--- config.mk ---
export PLATFORM = sky130hd
export DESIGN_NAME = weighted_random_select_unit
export DESIGN_NICKNAME = d
export VERILOG_FILES = /design/src/rtl/wrs_pkg.sv /design/src/rtl/weighted_random_select_unit.sv /design/src/rtl/wrs_alu.sv /design/src/rtl/wrs_weight_mem.sv
export SDC_FILE = /design/constraint.sdc
export NUM_CORES = 1
export LEC_CHECK = 0
export BUFFER_PORTS_ARGS = -buffer_cell sky130_fd_sc_hd__buf_2
export CAP_MARGIN = 20
export CORE_MARGIN = 4
export CORE_UTILIZATION = 56
export DETAILED_ROUTE_END_ITERATION = 7
export PLACE_DENSITY_LB_ADDON = 0.05
export SYNTH_ARGS = -nofsm -noshare
export SYNTH_HDL_FRONTEND = slang
export SYNTH_HIERARCHICAL = 1
export SYNTH_SLANG_ARGS = --single-unit
--- constraint.sdc ---
create_clock -name clk_i -period 4.8 [get_ports clk_i]
set_clock_uncertainty 0.15 [all_clocks]
set_input_delay 0.24 -clock clk_i [delete_from_list [all_inputs] [get_ports clk_i]]
set_output_delay 0.24 -clock clk_i [all_outputs]
set_load 0.02 [all_outputs]
--- src/rtl/wrs_pkg.sv ---
package wrs_pkg;

  // Fixed field widths
  localparam int unsigned AREA_W   = 2;
  localparam int unsigned SLOT_W   = 4;
  localparam int unsigned WEIGHT_W = 16;
  localparam int unsigned RND_W    = 31;
  localparam int unsigned IDX_W    = 4;
  localparam int unsigned CNT_W    = 5;

  // Running sum of at most 31 weights of 16 bits fits in 21 bits
  localparam int unsigned SUM_W = 21;
  // Shared adder: one bit wider for the shifted partial remainder
  localparam int unsigned ALU_W = SUM_W + 1;
  // Quotient bit counter
  localparam int unsigned BIT_W = $clog2(RND_W);

  // Packed stream widths
  localparam int unsigned IN_DATA_W  = 56;
  localparam int unsigned OUT_DATA_W = 8;

  // APB
  localparam int unsigned APB_ADDR_W = 3;
  localparam int unsigned APB_DATA_W = 32;

  // Register index
  localparam int unsigned REG_SPECIES_IN_USE = 0;

  // Command codes carried in tuser
  localparam logic CMD_WRITE  = 1'b0;
  localparam logic CMD_SELECT = 1'b1;

endpackage

--- src/rtl/weighted_random_select_unit.sv ---
// Roulette-wheel selector over a weight table holding one 16-bit weight per
// species for each area class (AREA_CLASSES x MAX_SPECIES entries, all zero
// after reset). A word with tuser = 0 writes one weight; out-of-range area or
// slot writes are dropped. A word with tuser = 1 selects: the weights of the
// first species_in_use species of the given area are summed, the target is
// random_value mod total + 1, and the first index whose running sum reaches
// the target is returned. An invalid area or a zero total returns index 0
// with select_error set. Every input word gives exactly one output word.
// Timing: a write or a select on an invalid area goes straight from accept
// to the done state, which loads the result into the output register once
// that register is free and then returns to idle for the next word. A select
// that finds a zero total sums the table first. A select on a valid area
// sums the table, restores the remainder over the 31 bits of random_value at
// one bit per cycle, walks the table, loads the output register and returns
// to idle before the next word is taken. All of it runs through a single
// shared add/subtract unit fed by a one-read-port table with registered read
// data. The input is not ready while a word is in progress; the output
// register lets a new word be accepted while a result waits, and a finished
// word then holds until that result is taken.
module weighted_random_select_unit
  import wrs_pkg::*;
#(
  parameter int unsigned MAX_SPECIES  = 16,
  parameter int unsigned AREA_CLASSES = 3
) (
  input  logic                  clk_i,
  input  logic                  rst_ni,
  // Input stream
  input  logic                  s_axis_tvalid,
  output logic                  s_axis_tready,
  // [1:0] area_class, [5:2] species_slot, [21:6] weight_value,
  // [52:22] random_value, [55:53] zero
  input  logic [IN_DATA_W-1:0]  s_axis_tdata,
  // [0] cmd
  input  logic                  s_axis_tuser,
  // Output stream
  output logic                  m_axis_tvalid,
  input  logic                  m_axis_tready,
  // [3:0] chosen_index, [4] select_error, [7:5] zero
  output logic [OUT_DATA_W-1:0] m_axis_tdata,
  // Config port
  input  logic                  psel,
  input  logic                  penable,
  input  logic                  pwrite,
  input  logic [APB_ADDR_W-1:0] paddr,
  input  logic [APB_DATA_W-1:0] pwdata,
  output logic [APB_DATA_W-1:0] prdata,
  output logic                  pready
);

  localparam int unsigned DEPTH  = AREA_CLASSES * MAX_SPECIES;
  localparam int unsigned ADDR_W = (DEPTH > 1) ? $clog2(DEPTH) : 1;

  localparam logic [CNT_W-1:0]      SPECIES_RESET      = CNT_W'(16);

  typedef enum logic [2:0] {
    ST_IDLE,
    ST_SUM,
    ST_DIV,
    ST_WALK,
    ST_DONE
  } state_e;

  // Input fields
  logic                in_cmd;
  logic [AREA_W-1:0]   in_area;
  logic [SLOT_W-1:0]   in_slot;
  logic [WEIGHT_W-1:0] in_weight;
  logic [RND_W-1:0]    in_rnd;

  assign in_cmd    = s_axis_tuser;
  assign in_area   = s_axis_tdata[1:0];
  assign in_slot   = s_axis_tdata[5:2];
  assign in_weight = s_axis_tdata[21:6];
  assign in_rnd    = s_axis_tdata[52:22];

  // ---------------------------------------------------------------------
  // Config register
  // ---------------------------------------------------------------------
  logic [CNT_W-1:0] species_in_use_q;
  logic             reg_hit;

  assign pready  = 1'b1;
  assign reg_hit = (paddr[APB_ADDR_W-1:2] == (APB_ADDR_W-2)'(REG_SPECIES_IN_USE));
  assign prdata  = reg_hit ? APB_DATA_W'(species_in_use_q) : '0;

  always_ff @(posedge clk_i or negedge rst_ni) begin
    if (!rst_ni) begin
      species_in_use_q <= SPECIES_RESET;
    end else if (psel && penable && pwrite && reg_hit) begin
      species_in_use_q <= pwdata[CNT_W-1:0];
    end
  end

  // ---------------------------------------------------------------------
  // Sequencer registers
  // ---------------------------------------------------------------------
  state_e             state_q, state_d;
  logic [CNT_W-1:0]   idx_q, idx_d;      // next table entry to read
  logic               pend_q, pend_d;    // read data arrives this cycle
  logic [CNT_W-1:0]   cnt_q, cnt_d;      // species taking part
  logic [ADDR_W-1:0]  base_q, base_d;    // first entry of the area
  logic [SUM_W-1:0]   total_q, total_d;  // weight total
  logic [SUM_W-1:0]   rem_q, rem_d;      // remainder, then what is left of it
  logic [RND_W-1:0]   rnd_q, rnd_d;      // dividend, shifted out MSB first
  logic [BIT_W-1:0]   bit_q, bit_d;
  logic [IDX_W-1:0]   res_idx_q, res_idx_d;
  logic               res_err_q, res_err_d;
  logic               out_vld_q, out_vld_d;
  logic [IDX_W-1:0]   out_idx_q, out_idx_d;
  logic               out_err_q, out_err_d;

  // Table ports
  logic                mem_we;
  logic [ADDR_W-1:0]   mem_waddr;
  logic [ADDR_W-1:0]   mem_raddr;
  logic [WEIGHT_W-1:0] mem_rdata;

  // Shared adder
  logic [ALU_W-1:0] alu_a, alu_b, alu_res;
  logic             alu_sub, alu_borrow;

  logic             in_acc;
  logic             area_ok;
  logic             slot_ok;
  logic [CNT_W-1:0] cnt_sel;
  logic             out_free;

  assign s_axis_tready = (state_q == ST_IDLE);
  assign in_acc        = s_axis_tvalid && s_axis_tready;
  assign area_ok       = (32'(in_area) < AREA_CLASSES);
  assign slot_ok       = (32'(in_slot) < MAX_SPECIES);
  assign cnt_sel       = (32'(species_in_use_q) > MAX_SPECIES) ?
                         CNT_W'(MAX_SPECIES) : species_in_use_q;
  assign out_free      = !out_vld_q || m_axis_tready;

  assign mem_we    = in_acc && (in_cmd == CMD_WRITE) && area_ok && slot_ok;
  assign mem_waddr = ADDR_W'(32'(in_area) * MAX_SPECIES + 32'(in_slot));
  assign mem_raddr = base_q + ADDR_W'(idx_q);

  wrs_weight_mem #(
    .DEPTH  (DEPTH),
    .ADDR_W (ADDR_W)
  ) u_mem (
    .clk_i   (clk_i),
    .rst_ni  (rst_ni),
    .we_i    (mem_we),
    .waddr_i (mem_waddr),
    .wdata_i (in_weight),
    .raddr_i (mem_raddr),
    .rdata_o (mem_rdata)
  );

  wrs_alu u_alu (
    .a_i      (alu_a),
    .b_i      (alu_b),
    .sub_i    (alu_sub),
    .res_o    (alu_res),
    .borrow_o (alu_borrow)
  );

  // Operand select for the shared adder
  always_comb begin
    alu_a   = '0;
    alu_b   = '0;
    alu_sub = 1'b0;
    case (state_q)
      ST_SUM: begin
        alu_a = ALU_W'(total_q);
        alu_b = ALU_W'(mem_rdata);
      end
      ST_DIV: begin
        // restoring step: shift in next dividend bit, try subtracting total
        alu_a   = {rem_q, rnd_q[RND_W-1]};
        alu_b   = ALU_W'(total_q);
        alu_sub = 1'b1;
      end
      ST_WALK: begin
        // borrow means the running sum reached the target
        alu_a   = ALU_W'(rem_q);
        alu_b   = ALU_W'(mem_rdata);
        alu_sub = 1'b1;
      end
      default: begin
        alu_sub = 1'b0;
      end
    endcase
  end

  // Next state
  always_comb begin
    state_d   = state_q;
    idx_d     = idx_q;
    pend_d    = 1'b0;
    cnt_d     = cnt_q;
    base_d    = base_q;
    total_d   = total_q;
    rem_d     = rem_q;
    rnd_d     = rnd_q;
    bit_d     = bit_q;
    res_idx_d = res_idx_q;
    res_err_d = res_err_q;
    out_vld_d = out_vld_q && !m_axis_tready;
    out_idx_d = out_idx_q;
    out_err_d = out_err_q;

    case (state_q)
      ST_IDLE: begin
        if (in_acc) begin
          res_idx_d = '0;
          res_err_d = 1'b0;
          if (in_cmd == CMD_SELECT && !area_ok) begin
            res_err_d = 1'b1;
            state_d   = ST_DONE;
          end else if (in_cmd == CMD_SELECT) begin
            base_d  = ADDR_W'(32'(in_area) * MAX_SPECIES);
            cnt_d   = cnt_sel;
            idx_d   = '0;
            total_d = '0;
            rnd_d   = in_rnd;
            state_d = ST_SUM;
          end else begin
            state_d = ST_DONE;
          end
        end
      end

      ST_SUM: begin
        if (idx_q < cnt_q) begin
          idx_d  = idx_q + 1'b1;
          pend_d = 1'b1;
        end
        if (pend_q) begin
          total_d = alu_res[SUM_W-1:0];
        end else if (idx_q == cnt_q) begin
          if (total_q == '0) begin
            res_err_d = 1'b1;
            state_d   = ST_DONE;
          end else begin
            rem_d   = '0;
            bit_d   = BIT_W'(RND_W - 1);
            state_d = ST_DIV;
          end
        end
      end

      ST_DIV: begin
        rem_d = alu_borrow ? alu_a[SUM_W-1:0] : alu_res[SUM_W-1:0];
        rnd_d = rnd_q << 1;
        bit_d = bit_q - 1'b1;
        if (bit_q == '0) begin
          idx_d   = '0;
          state_d = ST_WALK;
        end
      end

      ST_WALK: begin
        if (idx_q < cnt_q) begin
          idx_d  = idx_q + 1'b1;
          pend_d = 1'b1;
        end
        if (pend_q) begin
          if (alu_borrow) begin
            res_idx_d = IDX_W'(idx_q - 1'b1);
            pend_d    = 1'b0;
            state_d   = ST_DONE;
          end else begin
            rem_d = alu_res[SUM_W-1:0];
          end
        end else if (idx_q == cnt_q) begin
          // remainder is below total, so a hit always comes first
          state_d = ST_DONE;
        end
      end

      ST_DONE: begin
        if (out_free) begin
          out_vld_d = 1'b1;
          out_idx_d = res_idx_q;
          out_err_d = res_err_q;
          state_d   = ST_IDLE;
        end
      end

      default: begin
        state_d = ST_IDLE;
      end
    endcase
  end

  always_ff @(posedge clk_i or negedge rst_ni) begin
    if (!rst_ni) begin
      state_q   <= ST_IDLE;
      idx_q     <= '0;
      pend_q    <= 1'b0;
      cnt_q     <= '0;
      base_q    <= '0;
      total_q   <= '0;
      rem_q     <= '0;
      rnd_q     <= '0;
      bit_q     <= '0;
      res_idx_q <= '0;
      res_err_q <= 1'b0;
      out_vld_q <= 1'b0;
      out_idx_q <= '0;
      out_err_q <= 1'b0;
    end else begin
      state_q   <= state_d;
      idx_q     <= idx_d;
      pend_q    <= pend_d;
      cnt_q     <= cnt_d;
      base_q    <= base_d;
      total_q   <= total_d;
      rem_q     <= rem_d;
      rnd_q     <= rnd_d;
      bit_q     <= bit_d;
      res_idx_q <= res_idx_d;
      res_err_q <= res_err_d;
      out_vld_q <= out_vld_d;
      out_idx_q <= out_idx_d;
      out_err_q <= out_err_d;
    end
  end

  assign m_axis_tvalid = out_vld_q;
  assign m_axis_tdata  = {3'b000, out_err_q, out_idx_q};

endmodule

--- src/rtl/wrs_alu.sv ---
module wrs_alu
  import wrs_pkg::*;
(
  input  logic [ALU_W-1:0] a_i,
  input  logic [ALU_W-1:0] b_i,
  input  logic             sub_i,
  output logic [ALU_W-1:0] res_o,
  output logic             borrow_o
);

  logic [ALU_W:0] full;

  // Add, or subtract with borrow out in the top bit
  always_comb begin
    if (sub_i) begin
      full = {1'b0, a_i} - {1'b0, b_i};
    end else begin
      full = {1'b0, a_i} + {1'b0, b_i};
    end
  end

  assign res_o    = full[ALU_W-1:0];
  assign borrow_o = sub_i & full[ALU_W];

endmodule

--- src/rtl/wrs_weight_mem.sv ---
module wrs_weight_mem
  import wrs_pkg::*;
#(
  parameter int unsigned DEPTH  = 48,
  parameter int unsigned ADDR_W = 6
) (
  input  logic                clk_i,
  input  logic                rst_ni,
  input  logic                we_i,
  input  logic [ADDR_W-1:0]   waddr_i,
  input  logic [WEIGHT_W-1:0] wdata_i,
  input  logic [ADDR_W-1:0]   raddr_i,
  output logic [WEIGHT_W-1:0] rdata_o
);

  logic [WEIGHT_W-1:0] mem_q [DEPTH];
  logic [DEPTH-1:0]    valid_q;
  logic [WEIGHT_W-1:0] rd_q;
  logic                rd_vld_q;

  // Storage array, no reset
  always_ff @(posedge clk_i) begin
    if (we_i) begin
      mem_q[waddr_i] <= wdata_i;
    end
    rd_q <= mem_q[raddr_i];
  end

  // Per-entry valid bits make the table read as zero after reset
  always_ff @(posedge clk_i or negedge rst_ni) begin
    if (!rst_ni) begin
      valid_q  <= '0;
      rd_vld_q <= 1'b0;
    end else begin
      if (we_i) begin
        valid_q[waddr_i] <= 1'b1;
      end
      rd_vld_q <= valid_q[raddr_i];
    end
  end

  assign rdata_o = rd_vld_q ? rd_q : '0;

endmodule

==> results.md <==
* Result of the run: complete, but fails checks
* Violated checks: hold timing
* Total clock buffers created by CTS at 96
* Final-stage net count at 2881
* Cells after synthesis at 2529
* Highest clock frequency the design can meet at 0.220 GHz
* Final worst hold slack at -0.00327 ns
* Slew Viols, Final at 0
* Overflow left after global routing at 0
* Worst skew pair latency at 0.67 ns
* Power, Total at 26.5 mW
* Total length of routed wires at 97100 um
* Global placement routability congestion at 0.852
* Per-cell routed wire length at 25.6 um
* Number of cells on the worst reg-to-reg path at 21
* Placeable core area at 0.0715 mm^2
* Average cell area after synthesis at 16.0 um^2
* Overall die width at 277 um
* CP arrival at 4.96 ns
* Slew at the pin closest to its max-slew limit at 1.08 ns
* Port buffer count at 78
* Highest fanout seen on the critical path at 7
* Number of vias per cell at 6.10
* Classification of the worst setup path: reg -> reg
* Largest buffer count on any clock path at 3
* Height of the die at 277 um
* Number of antenna violations at the first check in global routing at 4
* Highest-count cells in the layout ignoring fill and taps: sky130_fd_sc_hd__edfxtp_1, sky130_fd_sc_hd__mux2i_1, sky130_fd_sc_hd__dfrtp_1
* Filler cell count at 5007
* Lkg Pwr at 16.7 nW
* Share of final-layout standard cells stronger than drive strength 1 at 21.8%
* Violation count after the first detailed-routing iteration at 1925
* Worst r2r src: state_q[2]
* Power density of the placed cells at 576 mW/mm^2
* Post-route DRC at 0
* Worst hold-check path type: in -> async
* Total met3 wirelength after detailed routing at 6280 um
* Setup crit end kind: flop
* Ratio of final minimum period to clock period at 94.7%
* Area of the die at 0.0765 mm^2
* Endpoints failing hold at 2
* Yosys synthesis warning count at 6
* Met2 wire length at 47200 um
* Total of max-cap violations at 0
* Most common cell after layout, fill and taps aside: sky130_fd_sc_hd__edfxtp_1
* Unrepaired setup endpoints after global routing: yes
* Detailed-route via count at 23100
* Maximum vdd drop at 0.489 mV
* Cell at the root of the clock tree: sky130_fd_sc_hd__clkbuf_16
* DR top layer: met5
* Wl on met1 at 40800 um
* Crit path from: state_q[2]
* Critical path launch point type: flop
* Final critical path time including I/O delays and setup at 4.55 ns
* Worst Path Required at 5.21 ns
* Count of H-tree levels built during CTS at 3
* Clock input transition at the sequential cells of the worst setup and hold paths at 0.07 ns
* Relative slew slack at 27.8%
* Placement row count at 98
* Final setup violation count at 0
* Initial standard-cell utilization of the core at 56.5%
* Number of global-route vias before repair at 23000
* Clk sink count at 943
* Core Util, Final at 64.4%
* Number of top-level design ports at 142
* Antenna Violating Nets Remaining at 0
* Initial DRT Pass Iterations at 6
* Post-Route Setup TNS at 0 ns
* Global-route wire length before repair at 145000 um
* Netlist area before placement at 0.0404 mm^2
* Sum of net half-perimeters after detailed placement at 58200 um
* Area added between synthesis and finish at 14.1%
* Overall fraction of global-route tracks in use at 25.1%
* Largest net degree at the start of global routing at 67
* CTS tree: done
-- timing repair --
action,CTS,global route
gates resized for setup,2,21
endpoints found under the setup margin,25,31
hold buffers,47,0
pin swaps,0,4
setup buffers,0,1
hold endpoints to repair,106,0
-- per-stage QoR --
| stage | cell area [um^2] | setup WS, ns | hold slack [ns] | std cells |
|---|---|---|---|---|
| 3_3_place_gp | 42200 | -0.0178 | 0.120 | 3551 |
| 5_1_grt | 46100 | -0.0134 | 0.0726 | 3782 |
| 3_5_place_dp | 42200 | -0.0541 | 0.127 | 3551 |
| 6_report | 46100 | 0.252 | -0.00327 | 3785 |
| 2_1_floorplan | 40500 | 0.0220 | -0.206 | 2559 |
| 4_1_cts | 45900 | 0.00321 | 0.00851 | 3779 |
-- sequential cells by signal, indices dropped and copies added (netlist names), 2 cells and up --
| register | cells |
|---|---|
| u_mem/mem_q | 768 |
| u_mem/valid_q | 48 |
| rnd_q | 31 |
| rem_q | 21 |
| total_q | 21 |
| u_mem/rd_q | 16 |
| bit_q | 5 |
| cnt_q | 5 |
| idx_q | 5 |
| species_in_use_q | 5 |
| out_idx_q | 4 |
| res_idx_q | 4 |
| state_q | 3 |
| base_q | 2 |
-- final cells by class --
class	instances	area, um^2	share of cell area, %
clock buffers	127	2650	5.75
diodes	4	10.0	0.0217
multi-input cells	1408	12100	26.2
clock inverters	54	581	1.26
inverters	29	109	0.236
repair buffers	270	2090	4.54
flip-flops and latches	943	27400	59.4
well taps	950	1190	2.58
-- power breakdown --
part	total [mW]	internal, mW	switching, mW	leakage (nW)
combinational	9.18	3.96	5.21	6.05
sequential	9.84	9.36	0.481	9.11
clock	7.52	4.39	3.13	1.59
total	26.5	17.7	8.82	16.7
-- worst max-delay path, cell delays in order, from the launching register on --
cell,delay [ns]
sky130_fd_sc_hd__dfrtp_1,0.42
sky130_fd_sc_hd__nor2_2,0.06
sky130_fd_sc_hd__and2_2,0.24
sky130_fd_sc_hd__a22o_1,0.27
sky130_fd_sc_hd__or2_4,0.28
sky130_fd_sc_hd__nor4b_4,0.23
sky130_fd_sc_hd__and4bb_1,0.25
sky130_fd_sc_hd__buf_4,0.12
sky130_fd_sc_hd__a31oi_1,0.09
sky130_fd_sc_hd__xnor2_1,0.30
sky130_fd_sc_hd__ha_1,0.31
sky130_fd_sc_hd__buf_4,0.16
sky130_fd_sc_hd__nand4_1,0.09
sky130_fd_sc_hd__a21oi_1,0.08
sky130_fd_sc_hd__o31a_1,0.25
sky130_fd_sc_hd__nor3_2,0.14
sky130_fd_sc_hd__buf_4,0.18
sky130_fd_sc_hd__nand3_1,0.08
sky130_fd_sc_hd__nand2_1,0.11
sky130_fd_sc_hd__o22ai_1,0.12
sky130_fd_sc_hd__or3_1,0.37
sky130_fd_sc_hd__o22ai_1,0.15
-- path summary, 6_finish.rpt --
| path | to | slack, ns |
|---|---|---|
| max | state_q[2] | 0.25 |
| min | total_q[18] | -0.003 |
| max reg2reg | state_q[2] | 0.25 |
| min reg2reg | u_mem/valid_q[13] | 0.31 |
| max in group asynchronous | u_mem/valid_q[18] | 3.34 |
| min in group clk_i | u_mem/mem_q[42][9] | 0.10 |
-- per-layer routing --
metal	global-route usage [%]	vias to the layer above
li1	-	10300
met1	35.5	11900
met2	41.1	760
met3	3.79	152
met4	7.23	2
met5	0	-
No activity file was read; power rests on OpenSTA's default activity.
